<file path="src/rtl/sps_pkg.sv">
// Shared types, widths and register codes of the segmented prime sieve.
// Used by sps_front, sps_back and the top level in rtl/; depends on nothing.
`default_nettype none

package sps_pkg;

  localparam int LOW_W       = 40;
  localparam int COUNT_W     = 11;
  localparam int PRIME_W     = 20;
  localparam int OFF_W       = PRIME_W + 1;
  localparam int WORD_W      = 64;
  localparam int IDX_W       = 4;
  localparam int CFG_IDX_W   = 2;
  localparam int CFG_DATA_W  = 40;
  localparam int SEG_LEN_DEF = 1024;
  localparam int QUEUE_DEPTH = 2;

  localparam logic [COUNT_W-1:0]   COUNT_RESET   = 11'd1024;
  localparam logic [CFG_IDX_W-1:0] REG_SEG_LOW   = 2'd0;
  localparam logic [CFG_IDX_W-1:0] REG_SEG_COUNT = 2'd1;

  typedef struct packed {
    logic [PRIME_W-1:0] base_prime;
    logic               last_prime;
  } in_t;

  typedef struct packed {
    logic [WORD_W-1:0] map_word;
    logic [IDX_W-1:0]  word_index;
    logic              last_word;
  } out_t;

  typedef struct packed {
    logic [PRIME_W-1:0] prime;
    logic [OFF_W-1:0]   off;
    logic               skip;
    logic               last;
  } job_t;

endpackage

`default_nettype wire

</file>
<file path="src/rtl/sps_fifo.sv">
// Small register queue used between the sieve stages and at the result side.
// Stand-alone; no package dependency.
`default_nettype none

module sps_fifo #(
  parameter int W     = 8,
  parameter int DEPTH = 2
) (
  input  wire logic         clk_i,
  input  wire logic         rst_ni,
  input  wire logic         push_i,
  input  wire logic [W-1:0] data_i,
  output logic              full_o,
  input  wire logic         pop_i,
  output logic [W-1:0]      data_o,
  output logic              empty_o
);

  localparam int PTR_W = (DEPTH > 1) ? $clog2(DEPTH) : 1;
  localparam int CNT_W = $clog2(DEPTH + 1);

  logic [W-1:0]     mem_q [DEPTH];
  logic [PTR_W-1:0] wr_ptr_q, rd_ptr_q;
  logic [CNT_W-1:0] cnt_q;
  logic             do_push, do_pop;

  assign full_o  = (cnt_q == CNT_W'(DEPTH));
  assign empty_o = (cnt_q == '0);
  assign data_o  = mem_q[rd_ptr_q];
  assign do_push = push_i && !full_o;
  assign do_pop  = pop_i && !empty_o;

  function automatic logic [PTR_W-1:0] next_ptr(input logic [PTR_W-1:0] ptr);
    if (ptr == PTR_W'(DEPTH - 1)) begin
      return '0;
    end
    return ptr + PTR_W'(1);
  endfunction

  always_ff @(posedge clk_i) begin
    if (do_push) begin
      mem_q[wr_ptr_q] <= data_i;
    end
  end

  always_ff @(posedge clk_i or negedge rst_ni) begin
    if (!rst_ni) begin
      wr_ptr_q <= '0;
      rd_ptr_q <= '0;
      cnt_q    <= '0;
    end else begin
      if (do_push) begin
        wr_ptr_q <= next_ptr(wr_ptr_q);
      end
      if (do_pop) begin
        rd_ptr_q <= next_ptr(rd_ptr_q);
      end
      if (do_push && !do_pop) begin
        cnt_q <= cnt_q + CNT_W'(1);
      end else if (do_pop && !do_push) begin
        cnt_q <= cnt_q - CNT_W'(1);
      end
    end
  end

endmodule

`default_nettype wire

</file>
<file path="src/rtl/sps_front.sv">
// Front stage: takes a base prime, divides the segment base by it bit-serially
// and forms the first offset to mark. Depends on sps_pkg.
`default_nettype none

module sps_front (
  input  wire logic                           clk_i,
  input  wire logic                           rst_ni,
  input  wire logic                           push_i,
  input  wire sps_pkg::in_t                   item_i,
  output logic                                busy_o,
  input  wire logic [sps_pkg::LOW_W-1:0]      seg_low_i,
  output logic                                job_push_o,
  output sps_pkg::job_t                       job_o,
  input  wire logic                           job_full_i
);

  localparam int CNT_W = $clog2(sps_pkg::LOW_W);

  typedef enum logic [1:0] {
    F_IDLE,
    F_DIV,
    F_DONE
  } state_e;

  state_e                         state_q;
  logic [sps_pkg::PRIME_W-1:0]    p_q, rem_q, rem_d;
  logic [sps_pkg::LOW_W-1:0]      low_q, dvd_q;
  logic [CNT_W-1:0]               cnt_q;
  logic                           last_q;
  logic [sps_pkg::PRIME_W:0]      trial;
  logic [sps_pkg::OFF_W-1:0]      twice_p, off;

  assign busy_o = (state_q != F_IDLE);

  always_comb begin
    trial = {rem_q, dvd_q[sps_pkg::LOW_W-1]};
    if (trial >= {1'b0, p_q}) begin
      rem_d = sps_pkg::PRIME_W'(trial - {1'b0, p_q});
    end else begin
      rem_d = sps_pkg::PRIME_W'(trial);
    end
  end

  always_comb begin
    twice_p = {p_q, 1'b0};
    priority if (low_q == '0) begin
      off = twice_p;
    end else if (low_q <= sps_pkg::LOW_W'(p_q)) begin
      off = twice_p - sps_pkg::OFF_W'(low_q);
    end else if (rem_q == '0) begin
      off = '0;
    end else begin
      off = sps_pkg::OFF_W'(p_q) - sps_pkg::OFF_W'(rem_q);
    end
  end

  assign job_o.prime = p_q;
  assign job_o.off   = off;
  assign job_o.skip  = (p_q == '0);
  assign job_o.last  = last_q;
  assign job_push_o  = (state_q == F_DONE) && !job_full_i;

  always_ff @(posedge clk_i or negedge rst_ni) begin
    if (!rst_ni) begin
      state_q <= F_IDLE;
      cnt_q   <= '0;
      p_q     <= '0;
      rem_q   <= '0;
      low_q   <= '0;
      dvd_q   <= '0;
      last_q  <= 1'b0;
    end else begin
      unique case (state_q)
        F_IDLE: begin
          if (push_i) begin
            p_q     <= item_i.base_prime;
            last_q  <= item_i.last_prime;
            low_q   <= seg_low_i;
            dvd_q   <= seg_low_i;
            rem_q   <= '0;
            cnt_q   <= '0;
            state_q <= F_DIV;
          end
        end
        F_DIV: begin
          rem_q <= rem_d;
          dvd_q <= {dvd_q[sps_pkg::LOW_W-2:0], 1'b0};
          cnt_q <= cnt_q + CNT_W'(1);
          if (cnt_q == CNT_W'(sps_pkg::LOW_W - 1)) begin
            state_q <= F_DONE;
          end
        end
        F_DONE: begin
          if (!job_full_i) begin
            state_q <= F_IDLE;
          end
        end
        default: state_q <= F_IDLE;
      endcase
    end
  end

endmodule

`default_nettype wire

</file>
<file path="src/rtl/sps_back.sv">
// Back stage: composite map memory, its clearing, marking of multiples and map emission.
// Depends on sps_pkg; fed by the job queue, feeds the result queue.
`default_nettype none

module sps_back #(
  parameter int SEG_LEN = sps_pkg::SEG_LEN_DEF
) (
  input  wire logic                          clk_i,
  input  wire logic                          rst_ni,
  input  wire logic [sps_pkg::COUNT_W-1:0]   seg_count_i,
  input  wire sps_pkg::job_t                 job_i,
  input  wire logic                          job_empty_i,
  output logic                               job_pop_o,
  output logic                               clearing_o,
  output logic                               out_push_o,
  output sps_pkg::out_t                      out_o,
  input  wire logic                          out_full_i
);

  localparam int MAP_WORDS = (SEG_LEN + 63) / 64;
  localparam int ROW_W     = (MAP_WORDS > 1) ? $clog2(MAP_WORDS) : 1;
  localparam int N_W       = $clog2(SEG_LEN + 1);
  localparam int POS_W     = sps_pkg::OFF_W + 1;

  typedef enum logic [2:0] {
    B_CLR,
    B_IDLE,
    B_RD,
    B_WAIT,
    B_MARK,
    B_ERD,
    B_EWR
  } state_e;

  state_e                         state_q;
  logic [sps_pkg::WORD_W-1:0]     mem_q [MAP_WORDS];
  logic [sps_pkg::WORD_W-1:0]     rd_q, buf_q, wdata;
  logic [ROW_W-1:0]               sweep_q, cur_row_q, waddr, raddr, off_row;
  logic [POS_W-1:0]               off_q;
  logic [sps_pkg::PRIME_W-1:0]    p_q;
  logic                           last_q;
  logic                           we, re, in_seg, hit, in_range, advance, sweep_end;
  logic [N_W-1:0]                 n;
  logic [N_W:0]                   n_up;
  logic [ROW_W:0]                 words;

  always_comb begin
    if (32'(seg_count_i) > 32'(SEG_LEN)) begin
      n = N_W'(SEG_LEN);
    end else begin
      n = N_W'(seg_count_i);
    end
    n_up = ({1'b0, n} + (N_W + 1)'(63)) >> 6;
    if (n_up == '0) begin
      words = (ROW_W + 1)'(1);
    end else begin
      words = (ROW_W + 1)'(n_up);
    end
  end

  assign off_row   = off_q[6 +: ROW_W];
  assign in_seg    = (off_q < POS_W'(n));
  assign hit       = in_seg && (off_row == cur_row_q);
  assign in_range  = ({1'b0, sweep_q} < words);
  assign advance   = (state_q == B_EWR) && (!in_range || !out_full_i);
  assign sweep_end = (sweep_q == ROW_W'(MAP_WORDS - 1));

  assign clearing_o = (state_q == B_CLR);
  assign job_pop_o  = (state_q == B_IDLE) && !job_empty_i;
  assign out_push_o = (state_q == B_EWR) && in_range && !out_full_i;

  assign out_o.map_word   = rd_q;
  assign out_o.word_index = sps_pkg::IDX_W'(sweep_q);
  assign out_o.last_word  = ({1'b0, sweep_q} == (words - (ROW_W + 1)'(1)));

  always_comb begin
    we    = 1'b0;
    waddr = sweep_q;
    wdata = '0;
    re    = 1'b0;
    raddr = sweep_q;
    unique case (state_q)
      B_CLR: we = 1'b1;
      B_MARK: begin
        if (!hit) begin
          we    = 1'b1;
          waddr = cur_row_q;
          wdata = buf_q;
        end
      end
      B_RD: begin
        re    = in_seg;
        raddr = off_row;
      end
      B_ERD: re = 1'b1;
      B_EWR: we = advance;
      default: ;
    endcase
  end

  always_ff @(posedge clk_i) begin
    if (we) begin
      mem_q[waddr] <= wdata;
    end
    if (re) begin
      rd_q <= mem_q[raddr];
    end
  end

  always_ff @(posedge clk_i or negedge rst_ni) begin
    if (!rst_ni) begin
      state_q   <= B_CLR;
      sweep_q   <= '0;
      cur_row_q <= '0;
      off_q     <= '0;
      p_q       <= '0;
      last_q    <= 1'b0;
      buf_q     <= '0;
    end else begin
      unique case (state_q)
        B_CLR: begin
          if (sweep_end) begin
            sweep_q <= '0;
            state_q <= B_IDLE;
          end else begin
            sweep_q <= sweep_q + ROW_W'(1);
          end
        end
        B_IDLE: begin
          if (!job_empty_i) begin
            p_q    <= job_i.prime;
            off_q  <= POS_W'(job_i.off);
            last_q <= job_i.last;
            priority if (!job_i.skip) begin
              state_q <= B_RD;
            end else if (job_i.last) begin
              state_q <= B_ERD;
            end
          end
        end
        B_RD: begin
          if (in_seg) begin
            cur_row_q <= off_row;
            state_q   <= B_WAIT;
          end else if (last_q) begin
            state_q <= B_ERD;
          end else begin
            state_q <= B_IDLE;
          end
        end
        B_WAIT: begin
          buf_q   <= rd_q;
          state_q <= B_MARK;
        end
        B_MARK: begin
          if (hit) begin
            buf_q <= buf_q | (sps_pkg::WORD_W'(1) << off_q[5:0]);
            off_q <= off_q + POS_W'(p_q);
          end else begin
            state_q <= B_RD;
          end
        end
        B_ERD: state_q <= B_EWR;
        B_EWR: begin
          if (advance) begin
            if (sweep_end) begin
              sweep_q <= '0;
              state_q <= B_IDLE;
            end else begin
              sweep_q <= sweep_q + ROW_W'(1);
              state_q <= B_ERD;
            end
          end
        end
        default: state_q <= B_IDLE;
      endcase
    end
  end

endmodule

`default_nettype wire

</file>
<file path="src/rtl/segmented_prime_sieve_core.sv">
// Top level of the segmented prime sieve: config registers, front, job queue,
// back and result queue. Depends on sps_pkg, sps_front, sps_fifo, sps_back.
//
//   channel   ports                                   transaction when
//   input     push, full, in_item_i                   push && !full
//   result    empty, pop, out_item_o                  pop && !empty
//   config    cfg_we_i, cfg_idx_i, cfg_wdata_i        cfg_we_i
//
// Front: one prime at a time through the bit-serial 40-step remainder unit; full stays high
//   until its job is queued. Back: takes a job, reads each touched map word, sets one bit per
//   mark and writes it back; a final prime then sweeps all SEG_LEN/64 map words, emitting those
//   in the segment and clearing each. After reset the map is swept clear with full high.
// The job and result queues let the front accept while the back marks or waits on pop.
`default_nettype none

module segmented_prime_sieve_core #(
  parameter int SEG_LEN = sps_pkg::SEG_LEN_DEF
) (
  input  wire logic                              clk_i,
  input  wire logic                              rst_ni,
  input  wire logic                              push,
  output logic                                   full,
  input  wire sps_pkg::in_t                      in_item_i,
  output logic                                   empty,
  input  wire logic                              pop,
  output sps_pkg::out_t                          out_item_o,
  input  wire logic                              cfg_we_i,
  input  wire logic [sps_pkg::CFG_IDX_W-1:0]     cfg_idx_i,
  input  wire logic [sps_pkg::CFG_DATA_W-1:0]    cfg_wdata_i
);

  logic [sps_pkg::LOW_W-1:0]   seg_low_q;
  logic [sps_pkg::COUNT_W-1:0] seg_count_q;
  logic                        front_busy, clearing;
  logic                        mid_push, mid_full, mid_pop, mid_empty;
  logic                        out_push, out_full;
  sps_pkg::job_t               job_in, job_out;
  sps_pkg::out_t               res;

  always_ff @(posedge clk_i or negedge rst_ni) begin
    if (!rst_ni) begin
      seg_low_q   <= '0;
      seg_count_q <= sps_pkg::COUNT_RESET;
    end else if (cfg_we_i) begin
      if (cfg_idx_i == sps_pkg::REG_SEG_LOW) begin
        seg_low_q <= cfg_wdata_i[sps_pkg::LOW_W-1:0];
      end else if (cfg_idx_i == sps_pkg::REG_SEG_COUNT) begin
        seg_count_q <= cfg_wdata_i[sps_pkg::COUNT_W-1:0];
      end
    end
  end

  assign full = front_busy || clearing;

  sps_front u_front (
    .clk_i      (clk_i),
    .rst_ni     (rst_ni),
    .push_i     (push && !full),
    .item_i     (in_item_i),
    .busy_o     (front_busy),
    .seg_low_i  (seg_low_q),
    .job_push_o (mid_push),
    .job_o      (job_in),
    .job_full_i (mid_full)
  );

  sps_fifo #(
    .W     ($bits(sps_pkg::job_t)),
    .DEPTH (sps_pkg::QUEUE_DEPTH)
  ) u_mid (
    .clk_i   (clk_i),
    .rst_ni  (rst_ni),
    .push_i  (mid_push),
    .data_i  (job_in),
    .full_o  (mid_full),
    .pop_i   (mid_pop),
    .data_o  (job_out),
    .empty_o (mid_empty)
  );

  sps_back #(
    .SEG_LEN (SEG_LEN)
  ) u_back (
    .clk_i       (clk_i),
    .rst_ni      (rst_ni),
    .seg_count_i (seg_count_q),
    .job_i       (job_out),
    .job_empty_i (mid_empty),
    .job_pop_o   (mid_pop),
    .clearing_o  (clearing),
    .out_push_o  (out_push),
    .out_o       (res),
    .out_full_i  (out_full)
  );

  sps_fifo #(
    .W     ($bits(sps_pkg::out_t)),
    .DEPTH (sps_pkg::QUEUE_DEPTH)
  ) u_out (
    .clk_i   (clk_i),
    .rst_ni  (rst_ni),
    .push_i  (out_push),
    .data_i  (res),
    .full_o  (out_full),
    .pop_i   (pop),
    .data_o  (out_item_o),
    .empty_o (empty)
  );

`ifndef ASSERT_OFF
  a_accept_then_busy: assert property (@(posedge clk_i) disable iff (!rst_ni)
    push && !full |=> full)
    else $error("front not busy after taking a prime");

  a_mid_no_overflow: assert property (@(posedge clk_i) disable iff (!rst_ni)
    mid_push |-> !mid_full)
    else $error("job pushed into full queue");

  a_out_no_overflow: assert property (@(posedge clk_i) disable iff (!rst_ni)
    out_push |-> !out_full)
    else $error("result pushed into full queue");

  a_no_pop_while_clear: assert property (@(posedge clk_i) disable iff (!rst_ni)
    clearing |-> !mid_pop && !out_push)
    else $error("back active during clearing sweep");
`endif

endmodule

`default_nettype wire

</file>
<file path="config.mk">
export PLATFORM = sky130hd
export DESIGN_NAME = segmented_prime_sieve_core
export DESIGN_NICKNAME = d
export VERILOG_FILES = /design/src/rtl/sps_pkg.sv /design/src/rtl/sps_fifo.sv /design/src/rtl/sps_front.sv /design/src/rtl/sps_back.sv /design/src/rtl/segmented_prime_sieve_core.sv
export SDC_FILE = /design/constraint.sdc
export NUM_CORES = 2
export LEC_CHECK = 0
export ABC_AREA = 1
export CAP_MARGIN = 20
export CORE_MARGIN = 4
export CORE_UTILIZATION = 40
export DETAILED_ROUTE_END_ITERATION = 8
export DONT_BUFFER_PORTS = 1
export GPL_ROUTABILITY_DRIVEN = 0
export SYNTH_ARGS = -nofsm -noshare
export SYNTH_HDL_FRONTEND = slang
export SYNTH_HIERARCHICAL = 1
export SYNTH_SLANG_ARGS = --single-unit
</file>
<file path="constraint.sdc">
create_clock -name clk_i -period 7.32 [get_ports clk_i]
set_input_delay 0.366 -clock clk_i [delete_from_list [all_inputs] [get_ports clk_i]]
set_output_delay 0.366 -clock clk_i [all_outputs]
set_load 0.05 [all_outputs]
</file>
Word-level counts from Yosys, hierarchy flattened --
Memories as Yosys holds them, arrays and structs flattened. A register that Yosys moved wholly into a read port is not among the register bits. Index checks and enable logic that the tools add are counted.
Word-level totals: flip-flop bits (word level) 306, memory bits (writable) 1248, output and inout bits 71, logic and storage cells 196, memories 3
Cells by class: add/sub/neg operators 16, order comparisons 5, equality and inequality tests 24, shifts and indexed selects 1, multiplexer cells 68, bitwise logic cells 3, reduce and logical (&&, ||, !) cells 54
Memories:
- u_back.mem_q | depth 16, bits a word 64, read ports 1, clocked after Yosys merged registers in 1, wr ports 1, RTL line sps_back.sv:36 | logic [sps_pkg::WORD_W-1:0] mem_q [MAP_WORDS];
- u_out.mem_q | depth 2, bits a word 69, read ports 1, clocked after Yosys merged registers in 0, wr ports 1, RTL line sps_fifo.sv:22 | logic [W-1:0] mem_q [DEPTH];
- u_mid.mem_q | depth 2, bits a word 43, read ports 1, clocked after Yosys merged registers in 0, wr ports 1, RTL line sps_fifo.sv:22
Operators by type and width (number):
- 64-bit two-way mux | 3
- 64-bit one-hot mux with 2 select lines | 1
- 40-bit one-hot mux with 2 select lines | 1
- 64-bit OR | 1
- 1-bit by 6-bit << shifter with 64-bit output (first input constant) | 1
- 21-bit two-way mux | 3
- 22-bit two-way mux | 2
- 22-bit one-hot mux with 2 select lines | 1
- 40-bit by 20-bit <= comparator with 1-bit output | 1
- 20-bit logical NOT | 2
- 40-bit logical NOT | 1
- 20-bit two-way mux | 2
- 40-bit two-way mux | 1
- 20-bit one-hot mux with 2 select lines | 1
- 3-bit two-way mux | 9
- 1-bit two-way mux | 23
- 22-bit by 20-bit adder with 22-bit output | 1
- 22-bit by 11-bit < comparator with 1-bit output | 1
- 21-bit by 20-bit >= comparator with 1-bit output | 1
- 3-bit one-hot mux with 7 select lines | 1
- 20-bit by 20-bit subtractor with 21-bit output | 1
- 21-bit subtractor | 1
- 4-bit two-way mux | 5
- 20-bit subtractor | 1
- 41 further kinds | 106

Logic depth before layout (Yosys ltp) --
depth in word-level cells 13, mapped depth 24, depth with buffers taken out 24

By module --
Netlist, hierarchy kept.
By module, submodules not included:
- sps_back | times used 1, cells an instance 3989, area an instance 49563.8 um^2
- sps_front | times used 1, cells an instance 1585, area an instance 10289.9 um^2
- sps_fifo at u_out | times used 1, cells an instance 392, area an instance 5256.3 um^2
- sps_fifo at u_mid | times used 1, cells an instance 256, area an instance 3360.7 um^2
- segmented_prime_sieve_core | times used 1, cells an instance 228, area an instance 2045.7 um^2

Worst setup path after synthesis --
OpenSTA, ideal clock, no wires.
kind flip-flop to flip-flop, from register u_back.state_q[2], to register u_back/rd_q[0] in the netlist's numbering (read register of u_back.mem_q), enable pin, library setup time 0.577 ns, arrival 5.241 ns, slack 1.503 ns, cell stages (with the launch flop) 5, buffers on the path 0, period minus slack after synthesis 5.817 ns, cells stage by stage dfrtp_1 inv_1 nor2_1 inv_1 o21ai_0
On the way: longest elaborated chain between the ends 2
RTL lines:
- start: declaration | RTL line sps_back.sv:35 | state_e state_q;
- start signal: assignment | RTL line sps_back.sv:112 | state_q <= B_CLR;
- start signal: assignment | RTL line sps_back.sv:124 | state_q <= B_IDLE;
- start signal: assignment | RTL line sps_back.sv:135 | state_q <= B_RD;
- 3-bit == test or 3-bit by 2-bit == test with 1-bit output (tied branches) | RTL line sps_back.sv:82 | unique case (state_q)
- 1-bit one-hot mux with 2 select lines * | RTL line sps_back.sv:82
- named net u_back.re | RTL line sps_back.sv:42 | logic we, re, in_seg, hit, in_range, advance, sweep_end;
- end: declaration | RTL line sps_back.sv:37 | logic [sps_pkg::WORD_W-1:0] rd_q, buf_q, wdata;
Mark *: on every way through the listed nets, which the timed path passes. The rest lies on a longest branch. A chain may end at the register's enable or synchronous reset.

Worst setup path in the final report --
from register seg_count_q[10] in the netlist's numbering, to memory u_back/mem_q[12][53] in the netlist's numbering, enable pin
On the way: longest elaborated chain between the ends 12
RTL lines:
- start: declaration | RTL line segmented_prime_sieve_core.sv:33 | logic [sps_pkg::COUNT_W-1:0] seg_count_q;
- start signal: assignment | RTL line segmented_prime_sieve_core.sv:43 | seg_count_q <= sps_pkg::COUNT_RESET;
- start signal: assignment | RTL line segmented_prime_sieve_core.sv:48 | seg_count_q <= cfg_wdata_i[sps_pkg::COUNT_W-1:0];
- 11-bit > comparator | RTL line sps_back.sv:48 | if (32'(seg_count_i) > 32'(SEG_LEN)) begin
- 11-bit two-way mux * | RTL line sps_back.sv:48
- 11-bit by 6-bit adder with 12-bit output | RTL line sps_back.sv:53 | n_up = ({1'b0, n} + (N_W + 1)'(63)) >> 6;
- 12-bit logical NOT | RTL line sps_back.sv:54 | if (n_up == '0) begin
- 5-bit two-way mux | RTL line sps_back.sv:54
- 4-bit by 5-bit < comparator with 1-bit output | RTL line sps_back.sv:64 | assign in_range = ({1'b0, sweep_q} < words);
- 1-bit logical NOT | RTL line sps_back.sv:65 | assign advance = (state_q == B_EWR) && (!in_range || !out_full_i);
- 1-bit logical OR | RTL line sps_back.sv:65
- 1-bit logical AND | RTL line sps_back.sv:65
- 1-bit one-hot mux with 3 select lines | RTL line sps_back.sv:82
- 1-bit two-way mux | RTL line sps_back.sv:102 | if (we) begin
- 1-bit two-way mux (not written as such) | RTL line sps_back.sv:103 | mem_q[waddr] <= wdata;
- end: declaration | RTL line sps_back.sv:36
Mark *: on every way between the ends. The rest lies on a longest branch, timed or not.

==> flow_summary.rst <==
.. list-table::
   :header-rows: 1

   * - Metric
     - Value
   * - Chip Height
     - 428 um
   * - Number of vias in the routed layout
     - 50.2k
   * - Status
     - finished, final reports clean
   * - Dominant register cell in the synthesized netlist
     - sky130_fd_sc_hd__edfxtp_1
   * - Wire length of the first global-routing pass
     - 308,000 um
   * - Synth cell types
     - 50
   * - Async set or reset register ratio after synthesis
     - 18.9%
   * - Reg2reg start
     - seg_count_q[10]
   * - CP peak stage delay
     - 0.81 ns
   * - WL final
     - 207,000 um
   * - Area of the placeable core
     - 175,000 um^2
   * - CTS tree
     - built
   * - Total Nets Final
     - 6,654
   * - Critical-path maximum fanout
     - 74
   * - Avg Vias per Cell
     - 5.63
   * - Yosys Warn Count
     - 6
   * - Tightest Hold Check Type
     - in2reg
   * - Hold path depth
     - 3
   * - Hold Path Origin
     - cfg_we_i
   * - Cell count after placement
     - 8,505
   * - Standby leakage power
     - 0.0301 uW
   * - Worst Max-Slew Pin Slew
     - 1.19 ns
   * - Buf/Inv on CP
     - 3
   * - CTS root buffer
     - sky130_fd_sc_hd__clkbuf_16
   * - Startpoint kind of the worst setup timing path
     - register
   * - Setup-failing EPs final
     - 0
   * - Capturing element type of the critical path
     - register
   * - Fraction of final layout cells with drive strength greater than 1
     - 6.11%
   * - Cell Rows
     - 153
   * - Cell area after synthesis
     - 70,500 um^2
   * - Endpoint of the worst hold path
     - seg_count_q[9]
   * - Total clock buffers created by CTS
     - 164
   * - Cell count after synthesis
     - 6,450
   * - Filler-free cell count of the finished design
     - 8,922
   * - Clk Latency, worst-skew pair
     - 0.81 ns
   * - Post-DR wirelength/cell
     - 23.2 um
   * - Unrepaired setup endpoints after global routing
     - no
   * - Post-synthesis area per instance
     - 10.9 um^2
   * - Reg2Reg Setup Slack
     - 2.12 ns
   * - CP top delay family
     - simple AND/OR/NAND/NOR gates
   * - Sequential-to-total area share from yosys stat
     - 66.7%
   * - Minimum clock period
     - 5.20 ns
   * - I/O pin count
     - 139
   * - Maximum capacitance violations
     - 0
   * - Initial antenna violation count
     - 3
   * - Count of final hold-check violations
     - 0
   * - Effective utilization at floorplan
     - 40.4%
   * - Skew final
     - 0.0329 ns
   * - Worst IR drop on VDD
     - 0.345 mV
   * - Relative slew slack
     - 20.4%
   * - Power per cell area
     - 465 nW/um^2
   * - Cell type with the highest occurrence count on the critical path
     - sky130_fd_sc_hd__nand2_1
   * - Required @ worst endpoint
     - 7.74 ns
   * - Hpwl dp
     - 128,000 um
   * - Initial detailed-routing violation count
     - 5,295
   * - GRT overflow
     - 0
   * - Portion of the clock cycle consumed by the worst path in the final layout
     - 71.0%
   * - Register bit count reported by yosys
     - 1,618
   * - Die X
     - 428 um
   * - Final-report max-slew violation count
     - 0
   * - Synthesis-to-layout area growth
     - 12.5%
   * - Clock-pin slew reported for the worst setup and hold paths after clock tree synthesis
     - 0.06 ns
   * - Endpoint of the most critical register-to-register path
     - u_back/mem_q[12][53]
   * - Crit path arrival time
     - 5.62 ns
   * - Number of antenna-violating nets in the routed design
     - 0
   * - Critical path type
     - reg2reg
   * - Vias in the first global route
     - 47.5k
   * - Total nets after synthesis
     - 6,640
   * - Maximum level of the CTS H-tree
     - 4
   * - Sum Neg Setup Slack
     - 0 ns
   * - Number of enable flip-flop cells after synthesis
     - 1,312
   * - Count of clock tree sinks
     - 1,618
   * - Buffers from clock root to sink, at most
     - 3
   * - Number of inserted diodes
     - 0
   * - Cell at the slowest stage of the critical path
     - sky130_fd_sc_hd__nand2_4
   * - Count of TritonRoute iterations in the first routing pass
     - 6
   * - Pin count of the biggest net entering global routing
     - 307
   * - Port Buf Inserts
     - 0
   * - Die ar.
     - 183,000 um^2
   * - Top achievable clock speed
     - 192 MHz
   * - Overall global routing resource usage
     - 21.9%
   * - Worst Reg-to-Reg Cells
     - 16
   * - Critical-path cell list
     - clkinv_1, o21bai_4, nand2_1, ha_1, a21oi_1, o21ai_0, a21oi_2, nand3_2, nand2_4, nand2_1, nand2_1, nand2_1, nor2_1, nand2_1, inv_4, buf_4
   * - Drc violations
     - 0
[worst max path at each step]
stage                                  from              endpoint  slack, ns  depth (start not counted)
after floorplan           u_back/state_q[2]        u_back/rd_q[0]       1.50                          4
after global placement      seg_count_q[10]  u_back/mem_q[12][43]       2.20                         16
after CTS                   seg_count_q[10]  u_back/mem_q[12][54]       2.16                         16
after global routing         seg_count_q[5]  u_back/mem_q[12][40]       1.62                         17
final                       seg_count_q[10]  u_back/mem_q[12][53]       2.12                         16
after detailed placement    seg_count_q[10]  u_back/mem_q[12][46]       2.19                         16
[state kept, by name (all words and copies together) (netlist names), 2 cells and up]
name	flops
u_front/p_q	20
u_back/buf_q	64
u_back/rd_q	64
u_out/mem_q	138
u_front/rem_q	20
u_front/dvd_q	40
seg_low_q	40
u_back/mem_q	1024
u_front/state_q	2
u_back/p_q	20
u_front/cnt_q	6
seg_count_q	11
u_back/state_q	3
u_mid/cnt_q	2
u_back/off_q	22
u_back/cur_row_q	4
u_back/sweep_q	4
u_front/low_q	40
u_mid/mem_q	86
u_out/cnt_q	2
[worst reg2reg max path, cell delays in order (launching register included)]
cell and delay [ns]:
sky130_fd_sc_hd__dfstp_2 0.55, sky130_fd_sc_hd__clkinv_1 0.21, sky130_fd_sc_hd__o21bai_4 0.30, sky130_fd_sc_hd__nand2_1 0.11, sky130_fd_sc_hd__ha_1 0.25, sky130_fd_sc_hd__a21oi_1 0.14, sky130_fd_sc_hd__o21ai_0 0.12, sky130_fd_sc_hd__a21oi_2 0.23
sky130_fd_sc_hd__nand3_2 0.25, sky130_fd_sc_hd__nand2_4 0.81, sky130_fd_sc_hd__nand2_1 0.15, sky130_fd_sc_hd__nand2_1 0.14, sky130_fd_sc_hd__nand2_1 0.12, sky130_fd_sc_hd__nor2_1 0.12, sky130_fd_sc_hd__nand2_1 0.09, sky130_fd_sc_hd__inv_4 0.62
sky130_fd_sc_hd__buf_4 0.58
[per-layer routing]
layer	routed length (um)	share of wire (%)	track usage (%)	vias up
met3	12900	6.3	2.80	351
li1	-	-	-	22885
met4	7770	3.8	8.08	0
met1	87300	42	29.9	25002
met5	0	0	0	-
met2	98700	48	35.8	1958
[through the flow]
stage | setup WS (ns) | hold WS, ns | total power [uW] | utilization (%) | instance area, um^2
6_report | 2.12 | 0.134 | 36900 | 45.4 | 79300
5_1_grt | 1.62 | 0.0983 | 39000 | 45.4 | 79300
4_1_cts | 2.16 | 0.0550 | 36900 | 45.4 | 79200
3_5_place_dp | 2.19 | 0.0772 | 28600 | 41.8 | 72900
3_3_place_gp | 2.20 | 0.0772 | 28400 | 41.7 | 72700
2_1_floorplan | 1.50 | 0.0704 | 23300 | - | 70500
[synthesized netlist by cell type (all sizes together), types with 2 or more instances]
library cell | count | area share (%)
xnor2 | 20 | 0.25
o21a | 5 | 0.053
or2 | 5 | 0.044
inv | 361 | 1.9
nor4 | 11 | 0.098
nand3 | 368 | 2.7
and2 | 3 | 0.027
a31oi | 13 | 0.12
o21ai | 723 | 5.1
o211ai | 146 | 1.6
nor3 | 20 | 0.16
a21oi | 93 | 0.67
nand4 | 83 | 0.74
edfxtp | 1312 | 56
xor2 | 20 | 0.25
nor2 | 782 | 4.2
o22ai | 61 | 0.54
fa | 4 | 0.11
o21bai | 4 | 0.059
a21boi | 2 | 0.021
buf | 148 | 1.1
o221ai | 198 | 2.5
clkinv | 2 | 0.011
o31ai | 2 | 0.021
clkbuf | 209 | 1.1
nand2 | 1397 | 7.5
nand3b | 23 | 0.24
ha | 118 | 2.1
a21o | 6 | 0.064
dfrtp | 305 | 11
[where the power goes]
part | internal, uW | leakage, uW | total, uW | switching [uW]
Sequential | 11900 | 0.0163 | 12800 | 945
Combinational | 4280 | 0.0112 | 15900 | 11600
Clock | 4670 | 0.00254 | 8200 | 3530
[final cells by class]
| class | count | area (um^2) |
|---|---|---|
| Sequential cell | 1618 | 47100 |
| Timing Repair Buffer | 205 | 2090 |
| Multi-Input combinational cell | 4112 | 20700 |
| Fill cell | 15925 | 95200 |
| Inverter | 363 | 1430 |
| Clock buffer | 230 | 4590 |
| Tap cell | 2325 | 2910 |
| Clock inverter | 69 | 613 |
[layout by cell type (no fill, tap or decap), types with 7 or more instances in the layout]
cell                            netlist  routed
sky130_fd_sc_hd__a21oi_1             92      92
sky130_fd_sc_hd__a31oi_1             13      13
sky130_fd_sc_hd__buf_12               0       8
sky130_fd_sc_hd__buf_16               0       9
sky130_fd_sc_hd__buf_4               15      79
sky130_fd_sc_hd__bufinv_16            0       8
sky130_fd_sc_hd__clkbuf_1           209      49
sky130_fd_sc_hd__clkbuf_16            0     170
sky130_fd_sc_hd__clkbuf_8             0      11
sky130_fd_sc_hd__clkinv_1             2      29
sky130_fd_sc_hd__clkinv_2             0      21
sky130_fd_sc_hd__dfrtp_1            305     304
sky130_fd_sc_hd__dlygate4sd3_1        0     108
sky130_fd_sc_hd__edfxtp_1          1312    1312
sky130_fd_sc_hd__ha_1               118     118
sky130_fd_sc_hd__inv_1              352     334
sky130_fd_sc_hd__inv_4                2      21
sky130_fd_sc_hd__nand2_1           1393    1392
sky130_fd_sc_hd__nand3_1            359     359
sky130_fd_sc_hd__nand3_2              9       9
sky130_fd_sc_hd__nand3b_1            23      23
sky130_fd_sc_hd__nand4_1             83      83
sky130_fd_sc_hd__nor2_1             773     757
sky130_fd_sc_hd__nor2_2               7      18
sky130_fd_sc_hd__nor2_4               2       7
sky130_fd_sc_hd__nor3_1              18      18
sky130_fd_sc_hd__nor4_1              11      11
sky130_fd_sc_hd__o211ai_1           146     146
sky130_fd_sc_hd__o21ai_0            527     525
sky130_fd_sc_hd__o21ai_1            194     192
sky130_fd_sc_hd__o221ai_1           198     198
sky130_fd_sc_hd__o22ai_1             61      61
sky130_fd_sc_hd__xnor2_1             20      20
sky130_fd_sc_hd__xor2_1              20      20
[repair_timing]
action                                  CTS  global route
hold buffers                            109             0
buffers inserted                          0             0
endpoints found under the setup margin    0             0
hold endpoints to repair                380             0
resized for setup                         0             0
[cells by family after synthesis]
| group | after synthesis | synth area share, % |
|---|---|---|
| AND/OR/NAND/NOR | 2693 | 15.6 |
| flip-flops | 1618 | 66.7 |
| AO/OA/AOI/OAI | 1257 | 10.7 |
| buffers and inverters | 720 | 4.17 |
| adder cells (fa/ha/maj) | 122 | 2.21 |
| XOR/XNOR | 40 | 0.497 |
No activity file was read; power rests on OpenSTA's default activity.
